## src/rtl/sifu_pkg.sv

```systemverilog
package sifu_pkg;

  typedef enum logic [1:0] {
    CT_GROUNDED = 2'd0,
    CT_FLOATING = 2'd1,
    CT_LAND     = 2'd2,
    CT_OCEAN    = 2'd3
  } cell_type_t;

  localparam int unsigned VelW   = 32;
  localparam int unsigned ThickW = 31;
  localparam int unsigned FluxW  = 64;
  localparam int unsigned FracW  = 16;

  typedef logic signed [VelW-1:0]  vel_t;
  typedef logic [ThickW-1:0]       thick_t;
  typedef logic signed [FluxW-1:0] flux_t;

  // limited velocity and diffusive gate handed to the flux datapath
  typedef struct packed {
    vel_t velocity;
    logic pass_diff;
  } vel_ctl_t;

  function automatic logic is_icy(cell_type_t t);
    return (t == CT_GROUNDED) || (t == CT_FLOATING);
  endfunction

  // exact 33-bit sum, arithmetic shift right by one, always fits 32 bits
  function automatic vel_t mean2(vel_t a, vel_t b);
    logic signed [VelW:0] s;
    logic signed [VelW:0] h;
    s = {a[VelW-1], a} + {b[VelW-1], b};
    h = s >>> 1;
    return h[VelW-1:0];
  endfunction

endpackage

```

## src/rtl/sifu_item_if.sv

```systemverilog
interface sifu_item_if;
  logic                valid;
  logic                ready;
  logic [1:0]          cell_type_here;
  logic [1:0]          cell_type_neighbor;
  logic                bc_here;
  logic                bc_neighbor;
  sifu_pkg::vel_t      velocity_here;
  sifu_pkg::vel_t      velocity_neighbor;
  sifu_pkg::vel_t      bc_velocity_here;
  sifu_pkg::vel_t      bc_velocity_neighbor;
  sifu_pkg::thick_t    thickness_here;
  sifu_pkg::thick_t    thickness_neighbor;
  sifu_pkg::vel_t      diffusive_flux_in;

  modport source (
    output valid, cell_type_here, cell_type_neighbor, bc_here, bc_neighbor,
           velocity_here, velocity_neighbor, bc_velocity_here, bc_velocity_neighbor,
           thickness_here, thickness_neighbor, diffusive_flux_in,
    input  ready
  );

  modport sink (
    input  valid, cell_type_here, cell_type_neighbor, bc_here, bc_neighbor,
           velocity_here, velocity_neighbor, bc_velocity_here, bc_velocity_neighbor,
           thickness_here, thickness_neighbor, diffusive_flux_in,
    output ready
  );
endinterface

```

## src/rtl/sifu_result_if.sv

```systemverilog
interface sifu_result_if;
  logic             valid;
  logic             ready;
  sifu_pkg::vel_t   interface_velocity;
  sifu_pkg::flux_t  interface_flux;

  modport source (
    output valid, interface_velocity, interface_flux,
    input  ready
  );

  modport sink (
    input  valid, interface_velocity, interface_flux,
    output ready
  );
endinterface

```

## src/rtl/sifu_velocity.sv

```systemverilog
module sifu_velocity (
  input  sifu_pkg::cell_type_t type_here,
  input  sifu_pkg::cell_type_t type_neighbor,
  input  logic                 bc_here,
  input  logic                 bc_neighbor,
  input  sifu_pkg::vel_t       velocity_here,
  input  sifu_pkg::vel_t       velocity_neighbor,
  input  sifu_pkg::vel_t       bc_velocity_here,
  input  sifu_pkg::vel_t       bc_velocity_neighbor,
  output sifu_pkg::vel_ctl_t   ctl
);

  logic           icy_here;
  logic           icy_neighbor;
  logic           zero_vel;
  sifu_pkg::vel_t v_cell;
  sifu_pkg::vel_t v_bc;

  assign icy_here     = sifu_pkg::is_icy(type_here);
  assign icy_neighbor = sifu_pkg::is_icy(type_neighbor);

  // velocity from the cell values
  always_comb begin
    if (icy_here && icy_neighbor) begin
      v_cell = sifu_pkg::mean2(velocity_here, velocity_neighbor);
    end else if (icy_here) begin
      v_cell = velocity_here;
    end else if (icy_neighbor) begin
      v_cell = velocity_neighbor;
    end else begin
      v_cell = '0;
    end
  end

  // boundary override
  always_comb begin
    if (bc_here && bc_neighbor) begin
      v_bc = sifu_pkg::mean2(bc_velocity_here, bc_velocity_neighbor);
    end else if (bc_here) begin
      v_bc = bc_velocity_here;
    end else if (bc_neighbor) begin
      v_bc = bc_velocity_neighbor;
    end else begin
      v_bc = v_cell;
    end
  end

  // floating next to land, or two ice-free cells, carry no advection
  assign zero_vel =
      (type_here == sifu_pkg::CT_FLOATING && type_neighbor == sifu_pkg::CT_LAND) ||
      (type_here == sifu_pkg::CT_LAND && type_neighbor == sifu_pkg::CT_FLOATING) ||
      (!icy_here && !icy_neighbor);

  assign ctl.velocity  = zero_vel ? '0 : v_bc;
  assign ctl.pass_diff = (type_here == sifu_pkg::CT_GROUNDED) ||
                         (type_neighbor == sifu_pkg::CT_GROUNDED);

endmodule

```

## src/rtl/staggered_interface_flux_upwind.sv

```systemverilog
// first-order upwind flux through one cell interface of a staggered grid
//
// channels: item (sink) carries one interface per transfer: cell types,
// boundary flags and velocities of both sides, both thicknesses and the
// diffusive flux. result (source) returns the limited interface velocity
// (Q16.16) and the total flux (Q32.32), exactly one result per item, in order.
//
// timing: an item is held in the input register; velocity selection,
// one 32x32 multiply and the 64-bit add run between that register and the
// result register, so each result is registered from the item held in the
// input register. throughput is one item per cycle while the result side
// keeps taking results, set by the single multiplier path.
//
// stalls: the input register takes a new item whenever it is empty or its
// item moves into the result register, which happens whenever the result
// register is empty or its result is being taken. a held result thus
// still leaves room for one more item before item.ready falls.
//
// reset (rst, synchronous, active high) empties both registers; payload
// registers are not cleared. the block holds no other state.
module staggered_interface_flux_upwind (
  input logic         clk,
  input logic         rst,
  sifu_item_if.sink   item,
  sifu_result_if.source result
);

  // input register
  logic                 a_valid;
  sifu_pkg::cell_type_t a_type_here;
  sifu_pkg::cell_type_t a_type_neighbor;
  logic                 a_bc_here;
  logic                 a_bc_neighbor;
  sifu_pkg::vel_t       a_vel_here;
  sifu_pkg::vel_t       a_vel_neighbor;
  sifu_pkg::vel_t       a_bc_vel_here;
  sifu_pkg::vel_t       a_bc_vel_neighbor;
  sifu_pkg::thick_t     a_thick_here;
  sifu_pkg::thick_t     a_thick_neighbor;
  sifu_pkg::vel_t       a_diff;

  // result register
  logic                 r_valid;
  sifu_pkg::vel_t       r_velocity;
  sifu_pkg::flux_t      r_flux;

  logic                 out_adv;
  logic                 in_take;

  sifu_pkg::vel_ctl_t   ctl;
  sifu_pkg::thick_t     upwind_thick;
  logic signed [sifu_pkg::VelW-1:0]  thick_s;
  sifu_pkg::flux_t      adv_flux;
  sifu_pkg::flux_t      diff_flux;
  sifu_pkg::flux_t      flux_next;

  // result register moves when empty or being drained
  assign out_adv     = !r_valid || result.ready;
  assign item.ready  = !a_valid || out_adv;
  assign in_take     = item.valid && item.ready;

  always_ff @(posedge clk) begin
    if (rst) begin
      a_valid <= 1'b0;
    end else if (in_take) begin
      a_valid <= 1'b1;
    end else if (out_adv) begin
      a_valid <= 1'b0;
    end
  end

  always_ff @(posedge clk) begin
    if (in_take) begin
      a_type_here       <= sifu_pkg::cell_type_t'(item.cell_type_here);
      a_type_neighbor   <= sifu_pkg::cell_type_t'(item.cell_type_neighbor);
      a_bc_here         <= item.bc_here;
      a_bc_neighbor     <= item.bc_neighbor;
      a_vel_here        <= item.velocity_here;
      a_vel_neighbor    <= item.velocity_neighbor;
      a_bc_vel_here     <= item.bc_velocity_here;
      a_bc_vel_neighbor <= item.bc_velocity_neighbor;
      a_thick_here      <= item.thickness_here;
      a_thick_neighbor  <= item.thickness_neighbor;
      a_diff            <= item.diffusive_flux_in;
    end
  end

  // velocity choice, boundary override and cell-type limiting
  sifu_velocity u_velocity (
    .type_here            (a_type_here),
    .type_neighbor        (a_type_neighbor),
    .bc_here              (a_bc_here),
    .bc_neighbor          (a_bc_neighbor),
    .velocity_here        (a_vel_here),
    .velocity_neighbor    (a_vel_neighbor),
    .bc_velocity_here     (a_bc_vel_here),
    .bc_velocity_neighbor (a_bc_vel_neighbor),
    .ctl                  (ctl)
  );

  // upwind side: here for strictly positive velocity, else the neighbour
  assign upwind_thick = (!ctl.velocity[sifu_pkg::VelW-1] && (ctl.velocity != '0)) ?
                        a_thick_here : a_thick_neighbor;
  assign thick_s      = $signed({1'b0, upwind_thick});
  assign adv_flux     = sifu_pkg::FluxW'(ctl.velocity) * sifu_pkg::FluxW'(thick_s);

  // diffusive flux moved to Q32.32, gated by grounded ice on either side
  assign diff_flux = ctl.pass_diff ?
                     (sifu_pkg::FluxW'(a_diff) <<< sifu_pkg::FracW) : '0;
  assign flux_next = diff_flux + adv_flux;

  always_ff @(posedge clk) begin
    if (rst) begin
      r_valid <= 1'b0;
    end else if (out_adv) begin
      r_valid <= a_valid;
    end
  end

  always_ff @(posedge clk) begin
    if (out_adv && a_valid) begin
      r_velocity <= ctl.velocity;
      r_flux     <= flux_next;
    end
  end

  assign result.valid              = r_valid;
  assign result.interface_velocity = r_velocity;
  assign result.interface_flux     = r_flux;

endmodule
```

## src/flat_wrapper.sv

```systemverilog
// flat-port wrapper written by rule: the top's interface ports become plain ports
module staggered_interface_flux_upwind_flat 
  (clk, rst, item_valid, item_cell_type_here, item_cell_type_neighbor, item_bc_here, item_bc_neighbor, item_velocity_here, item_velocity_neighbor, item_bc_velocity_here, item_bc_velocity_neighbor, item_thickness_here, item_thickness_neighbor, item_diffusive_flux_in, item_ready, result_valid, result_interface_velocity, result_interface_flux, result_ready);
  sifu_item_if item_i ();
  sifu_result_if result_i ();
  input logic clk;
  input logic rst;
  input wire logic [$bits(item_i.valid)-1:0] item_valid;
  input wire logic [$bits(item_i.cell_type_here)-1:0] item_cell_type_here;
  input wire logic [$bits(item_i.cell_type_neighbor)-1:0] item_cell_type_neighbor;
  input wire logic [$bits(item_i.bc_here)-1:0] item_bc_here;
  input wire logic [$bits(item_i.bc_neighbor)-1:0] item_bc_neighbor;
  input wire logic [$bits(item_i.velocity_here)-1:0] item_velocity_here;
  input wire logic [$bits(item_i.velocity_neighbor)-1:0] item_velocity_neighbor;
  input wire logic [$bits(item_i.bc_velocity_here)-1:0] item_bc_velocity_here;
  input wire logic [$bits(item_i.bc_velocity_neighbor)-1:0] item_bc_velocity_neighbor;
  input wire logic [$bits(item_i.thickness_here)-1:0] item_thickness_here;
  input wire logic [$bits(item_i.thickness_neighbor)-1:0] item_thickness_neighbor;
  input wire logic [$bits(item_i.diffusive_flux_in)-1:0] item_diffusive_flux_in;
  output wire logic [$bits(item_i.ready)-1:0] item_ready;
  output wire logic [$bits(result_i.valid)-1:0] result_valid;
  output wire logic [$bits(result_i.interface_velocity)-1:0] result_interface_velocity;
  output wire logic [$bits(result_i.interface_flux)-1:0] result_interface_flux;
  input wire logic [$bits(result_i.ready)-1:0] result_ready;
  assign item_i.valid = item_valid;
  assign item_i.cell_type_here = item_cell_type_here;
  assign item_i.cell_type_neighbor = item_cell_type_neighbor;
  assign item_i.bc_here = item_bc_here;
  assign item_i.bc_neighbor = item_bc_neighbor;
  assign item_i.velocity_here = item_velocity_here;
  assign item_i.velocity_neighbor = item_velocity_neighbor;
  assign item_i.bc_velocity_here = item_bc_velocity_here;
  assign item_i.bc_velocity_neighbor = item_bc_velocity_neighbor;
  assign item_i.thickness_here = item_thickness_here;
  assign item_i.thickness_neighbor = item_thickness_neighbor;
  assign item_i.diffusive_flux_in = item_diffusive_flux_in;
  assign item_ready = item_i.ready;
  assign result_valid = result_i.valid;
  assign result_interface_velocity = result_i.interface_velocity;
  assign result_interface_flux = result_i.interface_flux;
  assign result_i.ready = result_ready;
  staggered_interface_flux_upwind u_core (.clk(clk), .rst(rst), .item(item_i), .result(result_i));
endmodule
```

## config.mk

```make
export PLATFORM = sky130hd
export DESIGN_NAME = staggered_interface_flux_upwind_flat
export DESIGN_NICKNAME = d
export VERILOG_FILES = /design/src/rtl/sifu_pkg.sv /design/src/rtl/sifu_item_if.sv /design/src/rtl/sifu_result_if.sv /design/src/rtl/sifu_velocity.sv /design/src/rtl/staggered_interface_flux_upwind.sv /design/src/flat_wrapper.sv
export SDC_FILE = /design/constraint.sdc
export NUM_CORES = 2
export LEC_CHECK = 0
export ABC_CLOCK_PERIOD_IN_PS = 20500
export BUFFER_PORTS_ARGS = -buffer_cell sky130_fd_sc_hd__buf_2
export CELL_PAD_IN_SITES_DETAIL_PLACEMENT = 2
export CELL_PAD_IN_SITES_GLOBAL_PLACEMENT = 2
export CORE_MARGIN = 10
export CORE_UTILIZATION = 44
export CTS_BUF_LIST = sky130_fd_sc_hd__clkbuf_8
export DETAILED_ROUTE_END_ITERATION = 6
export PLACE_DENSITY_LB_ADDON = 0.2
export REMOVE_ABC_BUFFERS = 1
export SYNTH_ARGS = -nofsm -noshare
export SYNTH_HDL_FRONTEND = slang
export SYNTH_SLANG_ARGS = --single-unit
```

## constraint.sdc

```tcl
create_clock -name clk -period 20.5 [get_ports clk]
set_input_delay 3.075 -clock clk [delete_from_list [all_inputs] [get_ports clk]]
set_output_delay 3.075 -clock clk [all_outputs]
set_load 0.05 [all_outputs]
```

Yosys cells after proc, flatten, opt, wreduce, memory -nomap -nowiden
Index checks and enable logic that the tools add are counted.
{ "word_totals": {"register_bits": 326, "inputBits": 232, "out_inout_bits": 98, "elab_cells": 58} }
{ "op_classes": {"mux": 11, "eq_ne": 4, "reduce_logical": 24, "n_addsub": 3, "n_mul": 1} }
{ "ops": {"columns": ["cell", "count"], "rows": [
  ["2-to-1 mux 32 bit", 7],
  ["adder 32 x 32 -> 33 bit", 2],
  ["adder 64 bit", 1],
  ["multiplier 32 x 32 -> 64 bit", 1],
  ["2-to-1 mux 64 bit", 1],
  ["nonzero test 32 bit", 1],
  ["2-to-1 mux 31 bit", 1],
  ["logical AND 1 bit", 8],
  ["logical OR 1 bit", 7],
  ["zero test 1 bit", 5],
  ["equality test 2 x 1 -> 1 bit (second input constant)", 2],
  ["equality test 2 bit (second input constant)", 2],
  ["zero test 2 bit", 2],
  ["2-to-1 mux 1 bit", 2],
  ["nonzero test 2 bit", 1]
]} }

Logic depth before layout (Yosys ltp)
{ "depth": {"ltp_word": 14, "ltp_mapped": 47, "ltp_nobuf": 40} }

By module
From an unflattened synthesis, not the netlist that was laid out.
{ "hier_totals": {"hier_cells": 5181, "area_unflattened_um2": 53227.3} }
{ "modules_own_cells": {"columns": ["module", "n_inst", "area_each_um2", "seq_area_each_um2", "cells_each"], "rows": [
  ["staggered_interface_flux_upwind", 1, 48205.0, 9769.4, 4436],
  ["sifu_velocity", 1, 5022.3, 0.0, 745]
]} }

Worst setup path before layout
Ideal clock, no wire load.
{ "synth_path": {"path_kind": "register to register", "startpoint": "register u_core.a_bc_vel_neighbor[1]", "endpoint": "register u_core.r_flux[59], in the netlist u_core.result.interface_flux[59], data pin", "synth_period_minus_slack_ps": 10939, "setup_time_ps": 261, "path_stages_with_launch": 41, "n_path_buf": 7, "arrival_ps": 10678, "required_time_ps": 20239, "path_slack_ps": 9561, "path_cell_list": "edfxtp_1 > inv_1 > fa_1 > nand2b_1 > a211oi_1 > o2111ai_1 > a21oi_1 > o21ai_2 > o211ai_1 > and3_1 > or4_1 > buf_2 > clkinv_2 > buf_6 > buf_6 > buf_8 > buf_8 > buf_6 > [... 5 more ...] > inv_1 > fa_1 > fa_1 > fa_1 > inv_1 > fa_1 > inv_1 > ha_1 > clkbuf_1 > a21oi_1 > nor2b_1 > o21a_1 > o21ai_0 > nand2b_1 > a2111oi_0 > a211oi_1 > or2_2 > xor2_1"} }
{ "synth_between": {"elab_chain_len": 9, "word_cells_on_any_way": 11, "classes_between": "2 x add/sub; 1 x mul; 5 x mux; 3 x reduce/logical"} }
{ "synth_rtl": {"columns": ["item", "line", "text"], "rows": [
  ["from (decl)", "staggered_interface_flux_upwind.sv:37", "sifu_pkg::vel_t a_bc_vel_neighbor;"],
  ["from (signal assigned)", "staggered_interface_flux_upwind.sv:81", "a_bc_vel_neighbor <= item.bc_velocity_neighbor;"],
  ["branches (longest 2 deep; another with adder 32 x 32 -> 33 bit)", null, null],
  ["2-to-1 mux 32 bit (*)", "sifu_velocity.sv:37", "if (bc_here && bc_neighbor) begin"],
  ["2-to-1 mux 32 bit (*)", "sifu_velocity.sv:54", "assign ctl.velocity = zero_vel ? '0 : v_bc;"],
  ["nonzero test 32 bit", "staggered_interface_flux_upwind.sv:102", "assign upwind_thick = (!ctl.velocity[sifu_pkg::VelW-1] && (ctl.velocity != '0)) ?"],
  ["logical AND 1 bit", "staggered_interface_flux_upwind.sv:102", null],
  ["2-to-1 mux 31 bit", "staggered_interface_flux_upwind.sv:102", null],
  ["multiplier 32 x 32 -> 64 bit (*)", "staggered_interface_flux_upwind.sv:105", "assign adv_flux = sifu_pkg::FluxW'(ctl.velocity) * sifu_pkg::FluxW'(thick_s);"],
  ["adder 64 bit (*)", "staggered_interface_flux_upwind.sv:110", "assign flux_next = diff_flux + adv_flux;"],
  ["via u_core.flux_next[59]", "staggered_interface_flux_upwind.sv:55", "sifu_pkg::flux_t flux_next;"],
  ["to (signal assigned)", "staggered_interface_flux_upwind.sv:123", "r_flux <= flux_next;"],
  ["to (decl)", "staggered_interface_flux_upwind.sv:45", "sifu_pkg::flux_t r_flux;"]
]} }
Mark *: on every way through the listed nets, which the timed path passes.
A chain may end at the register's enable or synchronous reset.

Worst setup path after layout
{ "layout_path": {"startpoint": "register u_core.a_vel_here[2]", "endpoint": "register u_core.r_flux[62], in the netlist u_core.result.interface_flux[62], data pin"} }
{ "layout_between": {"elab_chain_len": 11, "word_cells_on_any_way": 13, "classes_between": "2 x add/sub; 1 x mul; 7 x mux; 3 x reduce/logical"} }
{ "layout_rtl": {"columns": ["item", "line", "text"], "rows": [
  ["from (decl)", "staggered_interface_flux_upwind.sv:34", "sifu_pkg::vel_t a_vel_here;"],
  ["from (signal assigned)", "staggered_interface_flux_upwind.sv:78", "a_vel_here <= item.velocity_here;"],
  ["adder 32 x 32 -> 33 bit or 2-to-1 mux 32 bit (tied branches)", "sifu_pkg.sv:33, sifu_velocity.sv:26", null],
  ["2-to-1 mux 32 bit (*)", "sifu_velocity.sv:24", "if (icy_here && icy_neighbor) begin"],
  ["2-to-1 mux 32 bit (*)", "sifu_velocity.sv:41", "end else if (bc_neighbor) begin"],
  ["2-to-1 mux 32 bit (*)", "sifu_velocity.sv:39", "end else if (bc_here) begin"],
  ["2-to-1 mux 32 bit (*)", "sifu_velocity.sv:37", null],
  ["2-to-1 mux 32 bit (*)", "sifu_velocity.sv:54", null],
  ["nonzero test 32 bit or zero test 1 bit (tied branches)", "staggered_interface_flux_upwind.sv:102", null],
  ["logical AND 1 bit", "staggered_interface_flux_upwind.sv:102", null],
  ["2-to-1 mux 31 bit", "staggered_interface_flux_upwind.sv:102", null],
  ["multiplier 32 x 32 -> 64 bit (*)", "staggered_interface_flux_upwind.sv:105", null],
  ["adder 64 bit (*)", "staggered_interface_flux_upwind.sv:110", null],
  ["via u_core.flux_next[62]", "staggered_interface_flux_upwind.sv:55", null]
]} }
Mark *: on every way through the listed nets, which the timed path passes. The rest lies on a longest branch.

==> out/summary.txt <==
Slowest-stage cell, CP: buf_4
most frequent cells in the layout: 1192 x inv_1, 1106 x fa_1, 731 x nand2_1, 588 x nand3_1, 435 x o21ai_1
vias in the first global route: 62940
max-slew violations: 0
crit-path leading delay family: adder cells
Max Clock Freq: 70.01 MHz
GRT Total Usage: 33.31%
period utilization: 69.67%
minimum clock period: 14.28 ns
Final HPWL DP: 197400 µm
critical path's largest stage delay: 0.99 ns
first-pass GRT wire length: 396900 µm
Setup Fix Bufs, Post-CTS: 0
CP arrival: 14.78 ns
GR Util met2: 58.27%
Slew HR: 9.161%
unrepaired setup endpoints after global routing: no
max_cap viols: 0
most frequent CP cell: fa_1
Detailed Routing Iterations Pass 1: 5
drt wl/cell: 29.57 µm
number of remaining DRC errors: 0
Layout Nets: 8571
Post-Synthesis Cells: 7056
area leader, netlist: fa_1
Final Hold Viols: 0
Core Area: 139400 µm²
Num Clock Sinks: 326
TritonCTS clock tree: yes
hold_buf cts: 0
clk_lat worst skew: 0.78 ns
final instance count without filler cells: 8898
CTS clk-pin slew, worst paths: 0.06 ns
Post-Syn Area: 61630 µm²
largest net degree at the start of global routing: 291
largest fanout on the critical path: 215
status: finished, final reports clean
site row count: 137
register area share after synthesis: 15.85%
Slew @ Worst Pin: 1.358 ns
Die Ht: 394.3 µm
Top Ports: 330
CTS root buf: clkbuf_8
Via Count: 54830
Die ar.: 155400 µm²
share of post-route cells with drive strength above 1: 8.836%
Startpoint Class: register
Synth Register Bits: 326
footprint of the multi-input gates: 44880 µm²
ranking of synthesized cells by area: fa_1 36%, edfxtp_1 16%, inv_1 7.2%
met1 GRT Util: 38.06%
Bufs and invs on worst path: 7
number of synthesis warnings: 0
grt total ovfl: 0
final wirelength: 263100 µm
Crit Path Category: register to register
CP required: 21.00 ns
Layout area overhead: 6.030%
total of fill cells in the finished design: 15280
CTS Buffer Depth: 3
met3 Use GR: 4.132%
initial antenna violation count: 9
Synth Flop Type: edfxtp_1
register area: 9769 µm²
grt peak-use layer: met2
CP Capture Type: register
most common cell after layout, fill and taps aside: inv_1
die boundary width: 394.3 µm
Starting Density: 44.22%
Async SR Flop Fraction: 0%
Port Buffer Count: 329
final setup fails: 0
average size of a mapped cell: 8.734 µm²
DRT iter0 DRCs: 4427
H-tree depth: 3
CTS Buf Count: 66
cell total after placement: 8779
post_cts resized: 0
vias per cell: 6.162
GPL Wtd Cong: 0.9086
Netlist cell types: 85
final setup skew: 0.07880 ns
Antenna Nets Post-Route: 0
Hold Path Class: register to register
Yosys top cell area share: 35.93%
Post-synth EDFFs: 324
## synthesized netlist by cell type (all sizes together), types with 28 or more instances
cell type / count
inv: 1174
fa: 1106
nand2: 731
o21ai: 676
nand3: 588
clkbuf: 509
edfxtp: 324
a31oi: 302
and3: 295
ha: 262
nor2: 192
a21oi: 180
buf: 111
a21o: 66
xnor2: 66
xor2: 38
nand2b: 36
and2: 33
nor3: 31
mux2i: 28
## per-stage QoR
| step | hold slack (ns) | setup slack [ns] | cell area, µm² | setup TNS, ns | util (%) |
|---|---|---|---|---|---|
| global route | 0.6398 | 5.611 | 65350 | 0 | 46.89 |
| finish | 0.5796 | 6.217 | 65350 | 0 | 46.89 |
| floorplan | 0.4778 | -7.921 | 58730 | -392.88 | - |
| global placement | 0.5157 | 6.365 | 64140 | 0 | 46.03 |
| detailed placement | 0.5526 | 6.591 | 64150 | 0 | 46.03 |
| CTS | 0.5814 | 6.415 | 65330 | 0 | 46.88 |
## worst paths after layout
check	startpoint	end	slack, ns	cells past startpoint
worst max-delay path	u_core.a_vel_here[2]$_DFFE_PP_	u_core.result.interface_flux[62]$_DFFE_PP_	6.22	37
worst min-delay path	u_core.a_valid$_SDFFE_PP0P_	u_core.a_valid$_SDFFE_PP0P_	0.58	2
worst max register to register	u_core.a_vel_here[2]$_DFFE_PP_	u_core.result.interface_flux[62]$_DFFE_PP_	6.22	37
worst min register to register	u_core.a_valid$_SDFFE_PP0P_	u_core.a_valid$_SDFFE_PP0P_	0.58	2
## tightest hold or removal path, stage by stage, from the launching register on
cell and delay [ns]:
dfxtp_1 0.35, a21oi_1 0.14, nor2_1 0.05
## per-layer routing
metal	vias to the layer above	part of all wire [%]
met5	-	0.0042
met4	2	7.8
met3	825	5.3
met2	2107	50
met1	29020	37
li1	22880	-
## state kept, by name, indices dropped and copies added (netlist names), 2 cells and up
signal and count:
u_core.a_bc_vel_here 32, u_core.a_bc_vel_neighbor 32, u_core.a_diff 32, u_core.a_thick_here 31
u_core.a_thick_neighbor 31, u_core.a_type_here 2, u_core.a_type_neighbor 2, u_core.a_vel_here 32
u_core.a_vel_neighbor 32, u_core.result.interface_flux 64, u_core.result.interface_velocity 32
## final cells by class
cell class	count	area share, %
Antenna cell	5	0.01915
Inverter	1179	6.797
Tap cell	1876	3.592
Timing Repair Buffer	467	4.159
Multi-Input combinational cell	4931	68.68
Clock buffer	66	1.390
Clock inverter	48	0.4136
Sequential cell	326	14.95
## cells by family after synthesis
| family | count (synthesis) | synth area share, % |
|---|---|---|
| mux | 37 | 0.6375 |
| fa+ha+maj | 1368 | 41.25 |
| flops | 326 | 15.85 |
| buf+inv | 1799 | 11.89 |
| simple gates | 1997 | 15.34 |
| xor+xnor | 104 | 1.478 |
| compound gates | 1425 | 13.55 |
Power is left out: the tool's default activity adds up to more than one toggle a clock period on the data nets, which glitch-free logic cannot reach.
